### config.mk
export PLATFORM = sky130hd
export DESIGN_NAME = key_set_table_search_insert_remove
export DESIGN_NICKNAME = d
export VERILOG_FILES = /design/src/design/kst_pkg.sv /design/src/design/kst_ram.sv /design/src/design/kst_ctrl.sv /design/src/design/key_set_table_search_insert_remove.sv
export SDC_FILE = /design/constraint.sdc
export NUM_CORES = 2
export LEC_CHECK = 0
export BUFFER_PORTS_ARGS = -buffer_cell sky130_fd_sc_hd__clkbuf_2
export CAP_MARGIN = 20
export CELL_PAD_IN_SITES_DETAIL_PLACEMENT = 1
export CELL_PAD_IN_SITES_GLOBAL_PLACEMENT = 2
export CORE_MARGIN = 2
export CORE_UTILIZATION = 40
export CTS_CLUSTER_SIZE = 24
export DETAILED_ROUTE_END_ITERATION = 8
export GPL_TIMING_DRIVEN = 0
export PLACE_DENSITY_LB_ADDON = 0.3
export SLEW_MARGIN = 20
export SYNTH_ARGS = -nofsm -noshare
export SYNTH_HDL_FRONTEND = slang
export SYNTH_SLANG_ARGS = --single-unit
export TNS_END_PERCENT = 50
### constraint.sdc
create_clock -name clk -period 4.7 [get_ports clk]
set_input_delay 0.47 -clock clk [delete_from_list [all_inputs] [get_ports clk]]
set_output_delay 0.47 -clock clk [all_outputs]
set_load 0.1 [all_outputs]
### src/design/kst_pkg.sv
// Shared constants, codes and types of the key set table.
// No dependencies; used by kst_ctrl, the top level and the checker.
`timescale 1ns / 1ps
`default_nettype none

package kst_pkg;

	localparam int DEPTH = 64;
	localparam int AW    = $clog2(DEPTH);
	localparam int CW    = $clog2(DEPTH + 1);
	localparam int KW    = 31;
	localparam int RW    = 7;
	localparam int CAPW  = 7;
	localparam int CMPW  = (CW > CAPW) ? CW : CAPW;

	localparam logic [1:0] ACT_SEARCH = 2'd0;
	localparam logic [1:0] ACT_INSERT = 2'd1;
	localparam logic [1:0] ACT_REMOVE = 2'd2;

	localparam logic CFG_ORDERED  = 1'b0;
	localparam logic CFG_CAPACITY = 1'b1;

	localparam logic [CAPW-1:0] CAP_RESET = 7'd64;

	typedef enum logic [2:0] {
		ST_DONE     = 3'd0,
		ST_NOTFOUND = 3'd1,
		ST_FULL     = 3'd2,
		ST_DUP      = 3'd3,
		ST_EMPTY    = 3'd4
	} status_t;

	typedef struct packed {
		logic          we;
		logic [AW-1:0] waddr;
		logic [KW-1:0] wdata;
		logic          re;
		logic [AW-1:0] raddr;
	} mem_req_t;

	typedef struct packed {
		logic          valid;
		status_t       status;
		logic [CW-1:0] position;
		logic [CW-1:0] count;
	} result_t;

endpackage

`default_nettype wire

### src/design/kst_ram.sv
// Generic simple dual-port RAM: one write port, one registered read port.
// No dependencies.
`timescale 1ns / 1ps
`default_nettype none

module kst_ram #(
	parameter int WIDTH = 32,
	parameter int DEPTH = 64
) (
	input  wire                      clk,
	input  wire                      we,
	input  wire  [$clog2(DEPTH)-1:0] waddr,
	input  wire  [WIDTH-1:0]         wdata,
	input  wire                      re,
	input  wire  [$clog2(DEPTH)-1:0] raddr,
	output logic [WIDTH-1:0]         rdata
);

	logic [WIDTH-1:0] mem [DEPTH];

	always_ff @(posedge clk) begin
		if (we) begin
			mem[waddr] <= wdata;
		end
		if (re) begin
			rdata <= mem[raddr];
		end
	end

endmodule

`default_nettype wire

### src/design/kst_ctrl.sv
// Sequencer of the key set table: search, shift and move passes over the key RAM.
// Depends on kst_pkg; drives the RAM request and the result toward the top level.
`timescale 1ns / 1ps
`default_nettype none

module kst_ctrl (
	input  wire                     clk,
	input  wire                     arst_n,
	input  wire                     in_valid,
	output logic                    in_ready,
	input  wire  [1:0]              in_action,
	input  wire  [kst_pkg::KW-1:0]  in_key,
	input  wire                     ordered,
	input  wire  [kst_pkg::CW-1:0]  cap_eff,
	input  wire                     out_free,
	output kst_pkg::mem_req_t       mem_req,
	input  wire  [kst_pkg::KW-1:0]  rdata,
	output kst_pkg::result_t        res
);

	typedef enum logic [3:0] {
		S_IDLE,
		S_SCAN,
		S_BREAD,
		S_BCMP,
		S_SHUP,
		S_SHDN,
		S_MVRD,
		S_MVWR,
		S_RESP
	} state_t;

	state_t                    state_q;
	logic [1:0]                act_q;
	logic [kst_pkg::KW-1:0]    key_q;
	logic [kst_pkg::CW-1:0]    cnt_q;
	logic [kst_pkg::CW-1:0]    newcnt_q;
	logic [kst_pkg::CW-1:0]    ptr_q;
	logic [kst_pkg::CW-1:0]    pos_q;
	logic [kst_pkg::CW-1:0]    lo_q;
	logic [kst_pkg::CW-1:0]    hi_q;
	logic [kst_pkg::CW-1:0]    mid_s1;
	logic [kst_pkg::CW-1:0]    addr_s1;
	logic                      valid_s1;
	kst_pkg::status_t          status_q;

	logic [kst_pkg::CW:0]      lohi_sum;
	logic [kst_pkg::CW-1:0]    mid;
	logic [kst_pkg::CW:0]      ptr_p1;
	logic [kst_pkg::CW-1:0]    ptr_m1;
	logic [kst_pkg::CW-1:0]    cnt_m1;
	logic [kst_pkg::CW-1:0]    cnt_p1;
	logic                      find_done;
	logic                      find_hit;
	logic [kst_pkg::CW-1:0]    find_pos;

	assign lohi_sum = {1'b0, lo_q} + {1'b0, hi_q};
	assign mid      = lohi_sum[kst_pkg::CW:1];
	assign ptr_p1   = {1'b0, ptr_q} + {{kst_pkg::CW{1'b0}}, 1'b1};
	assign ptr_m1   = ptr_q - {{(kst_pkg::CW-1){1'b0}}, 1'b1};
	assign cnt_m1   = cnt_q - {{(kst_pkg::CW-1){1'b0}}, 1'b1};
	assign cnt_p1   = cnt_q + {{(kst_pkg::CW-1){1'b0}}, 1'b1};

	assign in_ready = (state_q == S_IDLE);

	// end of the search pass, hit or miss
	always_comb begin
		find_done = 1'b0;
		find_hit  = 1'b0;
		find_pos  = cnt_q;
		case (state_q)
			S_SCAN: begin
				if (valid_s1 && rdata == key_q) begin
					find_done = 1'b1;
					find_hit  = 1'b1;
					find_pos  = addr_s1;
				end else if (!valid_s1 && ptr_q == cnt_q) begin
					find_done = 1'b1;
				end
			end
			S_BREAD: begin
				if (lo_q == hi_q) begin
					find_done = 1'b1;
					find_pos  = lo_q;
				end
			end
			S_BCMP: begin
				if (rdata == key_q) begin
					find_done = 1'b1;
					find_hit  = 1'b1;
					find_pos  = mid_s1;
				end
			end
			default: begin
				find_done = 1'b0;
			end
		endcase
	end

	// RAM requests; a shift pass reads one entry ahead of the one it writes,
	// so a read never meets a pending write to the same entry
	always_comb begin
		mem_req       = '0;
		mem_req.wdata = rdata;
		mem_req.waddr = addr_s1[kst_pkg::AW-1:0];
		case (state_q)
			S_SCAN: begin
				mem_req.re    = (ptr_q < cnt_q);
				mem_req.raddr = ptr_q[kst_pkg::AW-1:0];
			end
			S_BREAD: begin
				mem_req.re    = (lo_q != hi_q);
				mem_req.raddr = mid[kst_pkg::AW-1:0];
			end
			S_SHUP: begin
				mem_req.re    = (ptr_q > pos_q);
				mem_req.raddr = ptr_m1[kst_pkg::AW-1:0];
				if (valid_s1) begin
					mem_req.we = 1'b1;
				end else if (ptr_q == pos_q) begin
					mem_req.we    = 1'b1;
					mem_req.waddr = pos_q[kst_pkg::AW-1:0];
					mem_req.wdata = key_q;
				end
			end
			S_SHDN: begin
				mem_req.re    = (ptr_p1 < {1'b0, cnt_q});
				mem_req.raddr = ptr_p1[kst_pkg::AW-1:0];
				mem_req.we    = valid_s1;
			end
			S_MVRD: begin
				mem_req.re    = 1'b1;
				mem_req.raddr = cnt_m1[kst_pkg::AW-1:0];
			end
			S_MVWR: begin
				mem_req.we    = 1'b1;
				mem_req.waddr = pos_q[kst_pkg::AW-1:0];
			end
			default: begin
				mem_req.re = 1'b0;
			end
		endcase
	end

	assign res.valid    = (state_q == S_RESP) && out_free;
	assign res.status   = status_q;
	assign res.position = pos_q;
	assign res.count    = newcnt_q;

	always_ff @(posedge clk or negedge arst_n) begin
		if (!arst_n) begin
			state_q  <= S_IDLE;
			cnt_q    <= '0;
			valid_s1 <= 1'b0;
		end else begin
			// drop any read in flight once the search pass settles
			valid_s1 <= mem_req.re && !find_done &&
				(state_q == S_SCAN || state_q == S_SHUP || state_q == S_SHDN);
			case (state_q)
				S_IDLE: begin
					if (in_valid) begin
						act_q    <= in_action;
						key_q    <= in_key;
						newcnt_q <= cnt_q;
						ptr_q    <= '0;
						lo_q     <= '0;
						hi_q     <= cnt_q;
						if (in_action == kst_pkg::ACT_INSERT && cnt_q >= cap_eff) begin
							status_q <= kst_pkg::ST_FULL;
							pos_q    <= cnt_q;
							state_q  <= S_RESP;
						end else if (in_action == kst_pkg::ACT_REMOVE && cnt_q == '0) begin
							status_q <= kst_pkg::ST_EMPTY;
							pos_q    <= '0;
							state_q  <= S_RESP;
						end else if (ordered) begin
							state_q <= S_BREAD;
						end else begin
							state_q <= S_SCAN;
						end
					end
				end
				S_SCAN: begin
					addr_s1 <= ptr_q;
					if (mem_req.re) begin
						ptr_q <= ptr_p1[kst_pkg::CW-1:0];
					end
				end
				S_BREAD: begin
					mid_s1 <= mid;
					if (!find_done) begin
						state_q <= S_BCMP;
					end
				end
				S_BCMP: begin
					if (!find_done) begin
						if (rdata < key_q) begin
							lo_q <= mid_s1 + {{(kst_pkg::CW-1){1'b0}}, 1'b1};
						end else begin
							hi_q <= mid_s1;
						end
						state_q <= S_BREAD;
					end
				end
				S_SHUP: begin
					addr_s1 <= ptr_q;
					if (mem_req.re) begin
						ptr_q <= ptr_m1;
					end else if (!valid_s1) begin
						status_q <= kst_pkg::ST_DONE;
						newcnt_q <= cnt_p1;
						state_q  <= S_RESP;
					end
				end
				S_SHDN: begin
					addr_s1 <= ptr_q;
					if (mem_req.re) begin
						ptr_q <= ptr_p1[kst_pkg::CW-1:0];
					end else if (!valid_s1) begin
						status_q <= kst_pkg::ST_DONE;
						newcnt_q <= cnt_m1;
						state_q  <= S_RESP;
					end
				end
				S_MVRD: begin
					state_q <= S_MVWR;
				end
				S_MVWR: begin
					status_q <= kst_pkg::ST_DONE;
					newcnt_q <= cnt_m1;
					state_q  <= S_RESP;
				end
				S_RESP: begin
					if (out_free) begin
						cnt_q   <= newcnt_q;
						state_q <= S_IDLE;
					end
				end
				default: begin
					state_q <= S_IDLE;
				end
			endcase

			// dispatch once the search pass settles
			if (find_done) begin
				pos_q <= find_pos;
				case (act_q)
					kst_pkg::ACT_INSERT: begin
						if (find_hit) begin
							status_q <= kst_pkg::ST_DUP;
							state_q  <= S_RESP;
						end else begin
							ptr_q   <= cnt_q;
							state_q <= S_SHUP;
						end
					end
					kst_pkg::ACT_REMOVE: begin
						if (!find_hit) begin
							status_q <= kst_pkg::ST_NOTFOUND;
							state_q  <= S_RESP;
						end else if (ordered) begin
							ptr_q   <= find_pos;
							state_q <= S_SHDN;
						end else begin
							state_q <= S_MVRD;
						end
					end
					default: begin
						status_q <= find_hit ? kst_pkg::ST_DONE : kst_pkg::ST_NOTFOUND;
						state_q  <= S_RESP;
					end
				endcase
			end
		end
	end

endmodule

`default_nettype wire

### src/design/key_set_table_search_insert_remove.sv
// From accept to result valid, an unordered search scans the stored keys in turn and an
// ordered search bisects them. An insert or ordered remove then shifts the entries from the
// found position onward, an unordered remove moves the last entry into the gap, and full and
// empty refusals skip the search. One item in work at a time, paced by the key RAM read port;
// a result register frees the input.
// Reset clears the key count and ordered mode, sets capacity to 64; the key RAM is not cleared.
`timescale 1ns / 1ps
`default_nettype none

module key_set_table_search_insert_remove (
	input  wire         clk,
	input  wire         arst_n,
	input  wire         s_tvalid,
	output logic        s_tready,
	input  wire  [31:0] s_tdata,   // key[30:0], zero pad[31]
	input  wire  [1:0]  s_tuser,   // action[1:0]
	output logic        m_tvalid,
	input  wire         m_tready,
	output logic [23:0] m_tdata,   // status[2:0], position[9:3], count[16:10], pad[23:17]
	input  wire         cfg_valid,
	output logic        cfg_ready,
	input  wire         cfg_index,
	input  wire  [6:0]  cfg_data
);

	logic                        ordered_q;
	logic [kst_pkg::CAPW-1:0]    cap_q;
	logic [kst_pkg::CW-1:0]      cap_eff;
	logic                        out_free;
	logic [kst_pkg::KW-1:0]      rdata;
	kst_pkg::mem_req_t           mem_req;
	kst_pkg::result_t            res;
	logic                        m_tvalid_q;
	logic [23:0]                 m_tdata_q;

	assign cfg_ready = 1'b1;
	assign cap_eff   = (kst_pkg::CMPW'(cap_q) > kst_pkg::CMPW'(kst_pkg::DEPTH)) ?
		kst_pkg::CW'(kst_pkg::DEPTH) : kst_pkg::CW'(cap_q);

	always_ff @(posedge clk or negedge arst_n) begin
		if (!arst_n) begin
			ordered_q <= 1'b0;
			cap_q     <= kst_pkg::CAP_RESET;
		end else if (cfg_valid) begin
			case (cfg_index)
				kst_pkg::CFG_ORDERED:  ordered_q <= cfg_data[0];
				kst_pkg::CFG_CAPACITY: cap_q     <= cfg_data;
				default:               cap_q     <= cap_q;
			endcase
		end
	end

	kst_ctrl u_ctrl (
		.clk       (clk),
		.arst_n    (arst_n),
		.in_valid  (s_tvalid),
		.in_ready  (s_tready),
		.in_action (s_tuser),
		.in_key    (s_tdata[kst_pkg::KW-1:0]),
		.ordered   (ordered_q),
		.cap_eff   (cap_eff),
		.out_free  (out_free),
		.mem_req   (mem_req),
		.rdata     (rdata),
		.res       (res)
	);

	kst_ram #(
		.WIDTH (kst_pkg::KW),
		.DEPTH (kst_pkg::DEPTH)
	) u_ram (
		.clk   (clk),
		.we    (mem_req.we),
		.waddr (mem_req.waddr),
		.wdata (mem_req.wdata),
		.re    (mem_req.re),
		.raddr (mem_req.raddr),
		.rdata (rdata)
	);

	// hold the result until taken
	assign out_free = !m_tvalid_q || m_tready;

	always_ff @(posedge clk or negedge arst_n) begin
		if (!arst_n) begin
			m_tvalid_q <= 1'b0;
		end else if (res.valid) begin
			m_tvalid_q <= 1'b1;
		end else if (m_tready) begin
			m_tvalid_q <= 1'b0;
		end
	end

	always_ff @(posedge clk) begin
		if (res.valid) begin
			m_tdata_q <= {7'b0, kst_pkg::RW'(res.count), kst_pkg::RW'(res.position),
				res.status};
		end
	end

	assign m_tvalid = m_tvalid_q;
	assign m_tdata  = m_tdata_q;

endmodule

`default_nettype wire

; After elaboration in Yosys (flattened, before gate mapping)
; Memory sizes are Yosys's and may differ from the RTL's. A register that Yosys moved wholly into a read port is not among the register bits.
; Index checks and enable logic that the tools add are counted.
[totals]
regBits = 123
latch_bits = 0
ram_bits = 1984
rom_bits = 0
output_inout_bits = 27
word_cells = 171
memories = 1
[op_classes]
n_addsub = 6
multipliers = 0
n_div = 0
n_lt_le_gt_ge = 6
eq_ne = 30
shifts = 0
n_mux = 75
bitwise_logic = 1
reduce_logical = 35
[memory_table]
columns = name, words, width, read_ports, rd_ports_with_merged_regs, wr, line
row1 = u_ram.mem, 64, 31, 1, 1, 1, kst_ram.sv:19  ; logic [WIDTH-1:0] mem [DEPTH];
[op_table]
columns = op, count
row1 = $mux W7, 26
row2 = $pmux W7 S2, 3
row3 = $pmux W7 S3, 2
row4 = $mux W38, 1
row5 = $mux W37, 1
row6 = $mux W4, 9
row7 = $pmux W4 S8, 1
row8 = $eq A31 B31 Y1, 1
row9 = $lt A31 B31 Y1, 1
row10 = $mux W31, 1
row11 = $pmux W6 S5, 1
row12 = $pmux W7 S4, 1
row13 = $mux W3, 8
row14 = $eq A7 B7 Y1, 3
row15 = $eq A4 B3 Y1 const B, 4
row16 = $reduce_and A5 Y1, 3
row17 = $add A7 B1 Y7 const B, 2
row18 = $ne A2 B2 Y1 const B, 7
row19 = $sub A7 B1 Y7 const B, 2
row20 = $pmux W6 S2, 1
row21 = $mux W1, 11
row22 = $reduce_and A2 Y1, 5
row23 = $pmux W3 S3, 1
row24 = $add A7 B1 Y8 const B, 1
row25 = other kinds (36), 57

; Depth between registers and ports, before layout
[depth]
depth_word = 10
mapped_depth = 16

; Cells and area by module
; From an unflattened synthesis, not the netlist that was laid out.
[hier_totals]
cells_unflattened = 4250
hier_area_um2 = 85071.6
[by_module_without_submodules]
columns = mod, instances, cells_each, area_each_um2, seq_area_each_um2
row1 = kst_ram, 1, 3429, 76627.2, 60508.0
row2 = kst_ctrl, 1, 766, 7452.1, 2852.7
row3 = key_set_table_search_insert_remove, 1, 55, 992.2, 737.0

; Worst setup path after synthesis
; OpenSTA, ideal clock, no wires.
[synth_timing]
path_type = register to register
start = register u_ctrl.ptr_q[0] (netlist bit)
end = memory u_ram.mem[0][0] (netlist bit) (data pin)
setup_time_ns = 0.702
arrival_time_ns = 4.099
path_slack_ns = -0.102
path_stages_with_launch = 9
path_buffers = 2
path_cell_list = edfxtp_1 clkbuf_1 inv_1 ha_1 nand3_1 or2_2 nor3_1 clkbuf_1 o21ai_0
[synth_lines]
columns = item, line
row1 = "start, declared", kst_ctrl.sv:38  ; logic [kst_pkg::CW-1:0] ptr_q;
row2 = "start signal, assigned", kst_ctrl.sv:186  ; ptr_q <= ptr_p1[kst_pkg::CW-1:0];
row3 = "start signal, assigned", kst_ctrl.sv:208  ; ptr_q <= ptr_m1;
row4 = "start signal, assigned", kst_ctrl.sv:218  ; ptr_q <= ptr_p1[kst_pkg::CW-1:0];
row5 = "end, declared", kst_ram.sv:19

; Final worst setup path
[layout_timing]
start = register u_ctrl.cnt_q[3] (netlist bit)
end = register u_ram.rdata[5] (read register of u_ram.mem) (data pin)
[layout_between]
elab_chain_len = 2
word_cells_on_any_way = 5
classes_between = 1 x add/sub / 2 x order compare / 2 x mux
[layout_rtl]
columns = item, line
row1 = "start, declared", kst_ctrl.sv:36  ; logic [kst_pkg::CW-1:0] cnt_q;
row2 = "start signal, assigned", kst_ctrl.sv:235  ; cnt_q <= newcnt_q;
row3 = "$sub A7 B1 Y7, or another cell as far along", kst_ctrl.sv:61  ; assign cnt_m1 = cnt_q - {{(kst_pkg::CW-1){1'b0}}, 1'b1};
row4 = $pmux W6 S5 or $pmux W1 S5 (tied branches), kst_ctrl.sv:106  ; case (state_q)
row5 = "end, declared", kst_ram.sv:16  ; output logic [WIDTH-1:0] rdata
; Parallel ways exist; a longest one is shown, timed or not.
; A chain may end at the register's enable or synchronous reset.

==> results.yml <==
sta:
  max_slew_margin: 0.297
  hold_viol_final: 0
  finalCritPeriodShare: 1.00
  finalWorstSetupSlack_ps: -14.7
  clock_skew_ps: 50.2
  fmax_ghz: 0.212
  setup_viol_count_final: 1
  maxSlewViolCount: 0
  rsz0062_at_grt: "true"
  worst_slew_pin_slew_ps: 1050
  fin_crit_ps: 4710
cells_and_area:
  area_growth_pct: 19.9
  nets: 6069
  postLayoutCellArea_sq_mm: 0.104
  instances_no_fill: 8957
  fillerInstances: 20300
  drive_gt1_frac: 0.214
global_routing:
  grt_overflow: 0
  grt_pass1_vias: 53400
  grt_use_total: 0.252
  grt_max_degree: 65
  grt_pass1_wl_um: 394000
  antenna_found_initial: 9
die:
  io_pins: 74
  rows: 170
  dieArea_sq_mm: 0.220
  initial_core_util: 0.403
  dieWidth_um: 469
  core-area_sq_mm: 0.215
  die-height_um: 469
setup_path:
  crit_path_start_kind: "flip-flop"
  cp_max_fo: 10
  timing.rr.start: "u_ctrl.cnt_q[3]"
  ff2ff_path_depth: 10
  r2r_slack_ps: -10
  critical_path_arrival_ps: 5300
  worstPathRequired_ps: 5290
  path_class: "reg2reg"
  end_kind: "flip-flop"
  rr_endpoint: "u_ram.rdata[5]"
cts:
  clkLatencyLatePin_ps: 890
  cts.path.max_buffers: 3
  clk_pin_slew_ps: 70
  htree_levels: 4
  root_buffer: "clkbuf_16"
  cts_sinks: 2138
  cts_tree: "built"
  cts_buffers: 215
worst_hold_path:
  hp-start: "s_tvalid"
  hold_path.class: "in2reg"
  hold_path_depth: 3
  hold_path_end: "u_ctrl.state_q[3]"
synthesis:
  yosys.cell_types.count: 81
  synthArstFlopShare: 0.00982
  synth.area.top_cells: "edfxtp_1 74%, nand2_1 3.9%, mux2i_1 3.3%"
  synth_top_area_frac: 0.736
  ys_ff_latch: 2138
  yosys_warnings: 0
  synth_commonest_cells: "2117 x edfxtp_1, 887 x nand2_1, 289 x mux2i_1"
  yosysSeqAreaShare: 0.742
  syn_inst: 5429
  syn_area_per_cell_sq_um: 15.9
  synth_most_common_cell: "edfxtp_1"
  yosysTopAreaCell: "edfxtp_1"
  synth_area_sq_mm: 0.0864
  synth_edf_count: 2117
  synth_flop_cell: "edfxtp_1"
power:
  power_density_mw_per_mm2: 693
  p_leak_nw: 34.0
  intPower_w: 0.0431
  power_frac_clock: 0.235
  ir_drop_v: 0.000498
  netSwitchingFraction: 0.400
  power_frac_comb: 0.421
  p_sw_w: 0.0287
  seq_power_share: 0.344
  p_total_w: 0.0718
routing:
  firstDrtPassIters: 6
  routed-via-count: 52800
  wire_per_inst_um: 31.4
  antenna_left: 0
  drc: 0
  drtIter0Drc: 5695
  vias_per_cell: 5.90
  wirelength_um: 281000
place:
  dpl_cell_area_sq_mm: 0.0933
  place_ws_ps: -1850
  numPortBuffers: 64
  hpwlAfterDp_um: 192000
  gp_congestion: 0.966
  placed_cells: 8438
status:
  status: "finished with violations"
  violations: "negative setup slack"
job:
  maxCapViolations: 0
[through the flow]
stage           util  hold WS, ps  setup TNS [ps]
5_1_grt        0.483         83.3           -1080
4_1_cts        0.478         25.7          -55760
2_1_floorplan      -          174               0
6_report       0.483         95.8           -14.7
3_3_place_gp   0.421          437        -6414170
3_5_place_dp   0.435          438         -650200
[cell usage in the layout (no fill, tap or decap), types with 40 or more instances in the layout]
master	instances
buf_2	66
ha_1	73
edfxtp_1	2117
nor2_4	70
o21ai_0	58
buf_4	107
clkbuf_2	149
nand2_1	876
clkbuf_1	130
buf_12	87
a32o_1	88
clkinv_1	57
a211oi_1	94
a21oi_1	58
mux2i_1	289
and3_1	98
dlygate4sd3_1	44
a32oi_1	56
inv_1	62
clkbuf_16	219
mux2_2	40
mux4_2	122
nand3_1	168
nor2_1	66
a31oi_1	121
[registers in the layout, indices dropped and copies added, names as in the netlist, 17 cells and up]
register,cells
m_tdata,17
u_ctrl.key_q,31
u_ram.mem,1984
u_ram.rdata,31
[power by group through the flow]
stage	clock [W]	combinational, W	sequential [W]
6_report	0.0169	0.0302	0.0247
5_1_grt	0.0178	0.0313	0.0247
4_1_cts	0.0171	0.0294	0.0247
3_5_place_dp	0	0.0271	0.0251
3_3_place_gp	0	0.0253	0.0253
2_1_floorplan	0	0.0137	0.0252
[what timing repair did]
action,CTS,global route
resized for setup,314,164
setup endpoints to repair,1857,1737
setup buffers,41,50
gates cloned,0,0
endpoints found under the hold margin,62,0
pin swaps,53,43
hold buffers,44,0
[worst max path at each step]
stage / start / endpoint / slack, ps / cells past startpoint
after floorplan: u_ctrl.ptr_q[0] / u_ram.mem[50][0] / 360 / 12
after global placement: u_ctrl.ptr_q[0] / u_ram.rdata[7] / -3550 / 13
after detailed placement: u_ctrl.ptr_q[0] / u_ram.rdata[4] / -1850 / 12
after CTS: u_ctrl.ptr_q[0] / u_ram.mem[3][5] / -230 / 13
after global routing: u_ctrl.ptr_q[3] / u_ctrl.ptr_q[1] / -60 / 14
final: u_ctrl.cnt_q[3] / u_ram.rdata[5] / -10 / 10
[logic make-up after synthesis]
group | after synthesis | synth area share
flops | 2138 | 0.742
simple gates | 1435 | 0.0725
compound gates | 852 | 0.0754
mux | 481 | 0.0744
buf+inv | 423 | 0.0225
fa+ha+maj | 75 | 0.0109
xor+xnor | 23 | 0.00233
other cells | 2 | 0.0000869
[cell type report]
type | count | area (sq um) | area share
diodes | 5 | 12.5 | 0.000121
plain buffers | 353 | 2010 | 0.0194
clock buffers | 260 | 5720 | 0.0552
clock inverters | 124 | 1080 | 0.0105
inverters | 65 | 251 | 0.00243
multi-input cells | 2874 | 22900 | 0.221
flip-flops and latches | 2138 | 64100 | 0.619
well taps | 2838 | 3550 | 0.0343
repair buffers | 300 | 4020 | 0.0387
[metal layers]
| metal | wire, um | GRT usage | up-vias | part of all wire |
|---|---|---|---|---|
| met4 | 13600 | 0.106 | 0 | 0.048 |
| met3 | 18800 | 0.0371 | 443 | 0.067 |
| li1 | - | - | 22500 | - |
| met1 | 119000 | 0.350 | 27900 | 0.42 |
| met2 | 130000 | 0.396 | 2064 | 0.46 |
| met5 | 0 | 0 | - | 0 |
[worst max-delay path, stage by stage (launching register included)]
cell,delay [ps]
dfrtp_1,420
clkbuf_1,300
or3_1,420
nor3_1,180
xnor2_1,280
o221ai_1,460
nor3_4,580
nand3b_1,390
clkbuf_2,480
o22ai_2,290
nor4_4,600
Power figures use the tool's default switching activity.
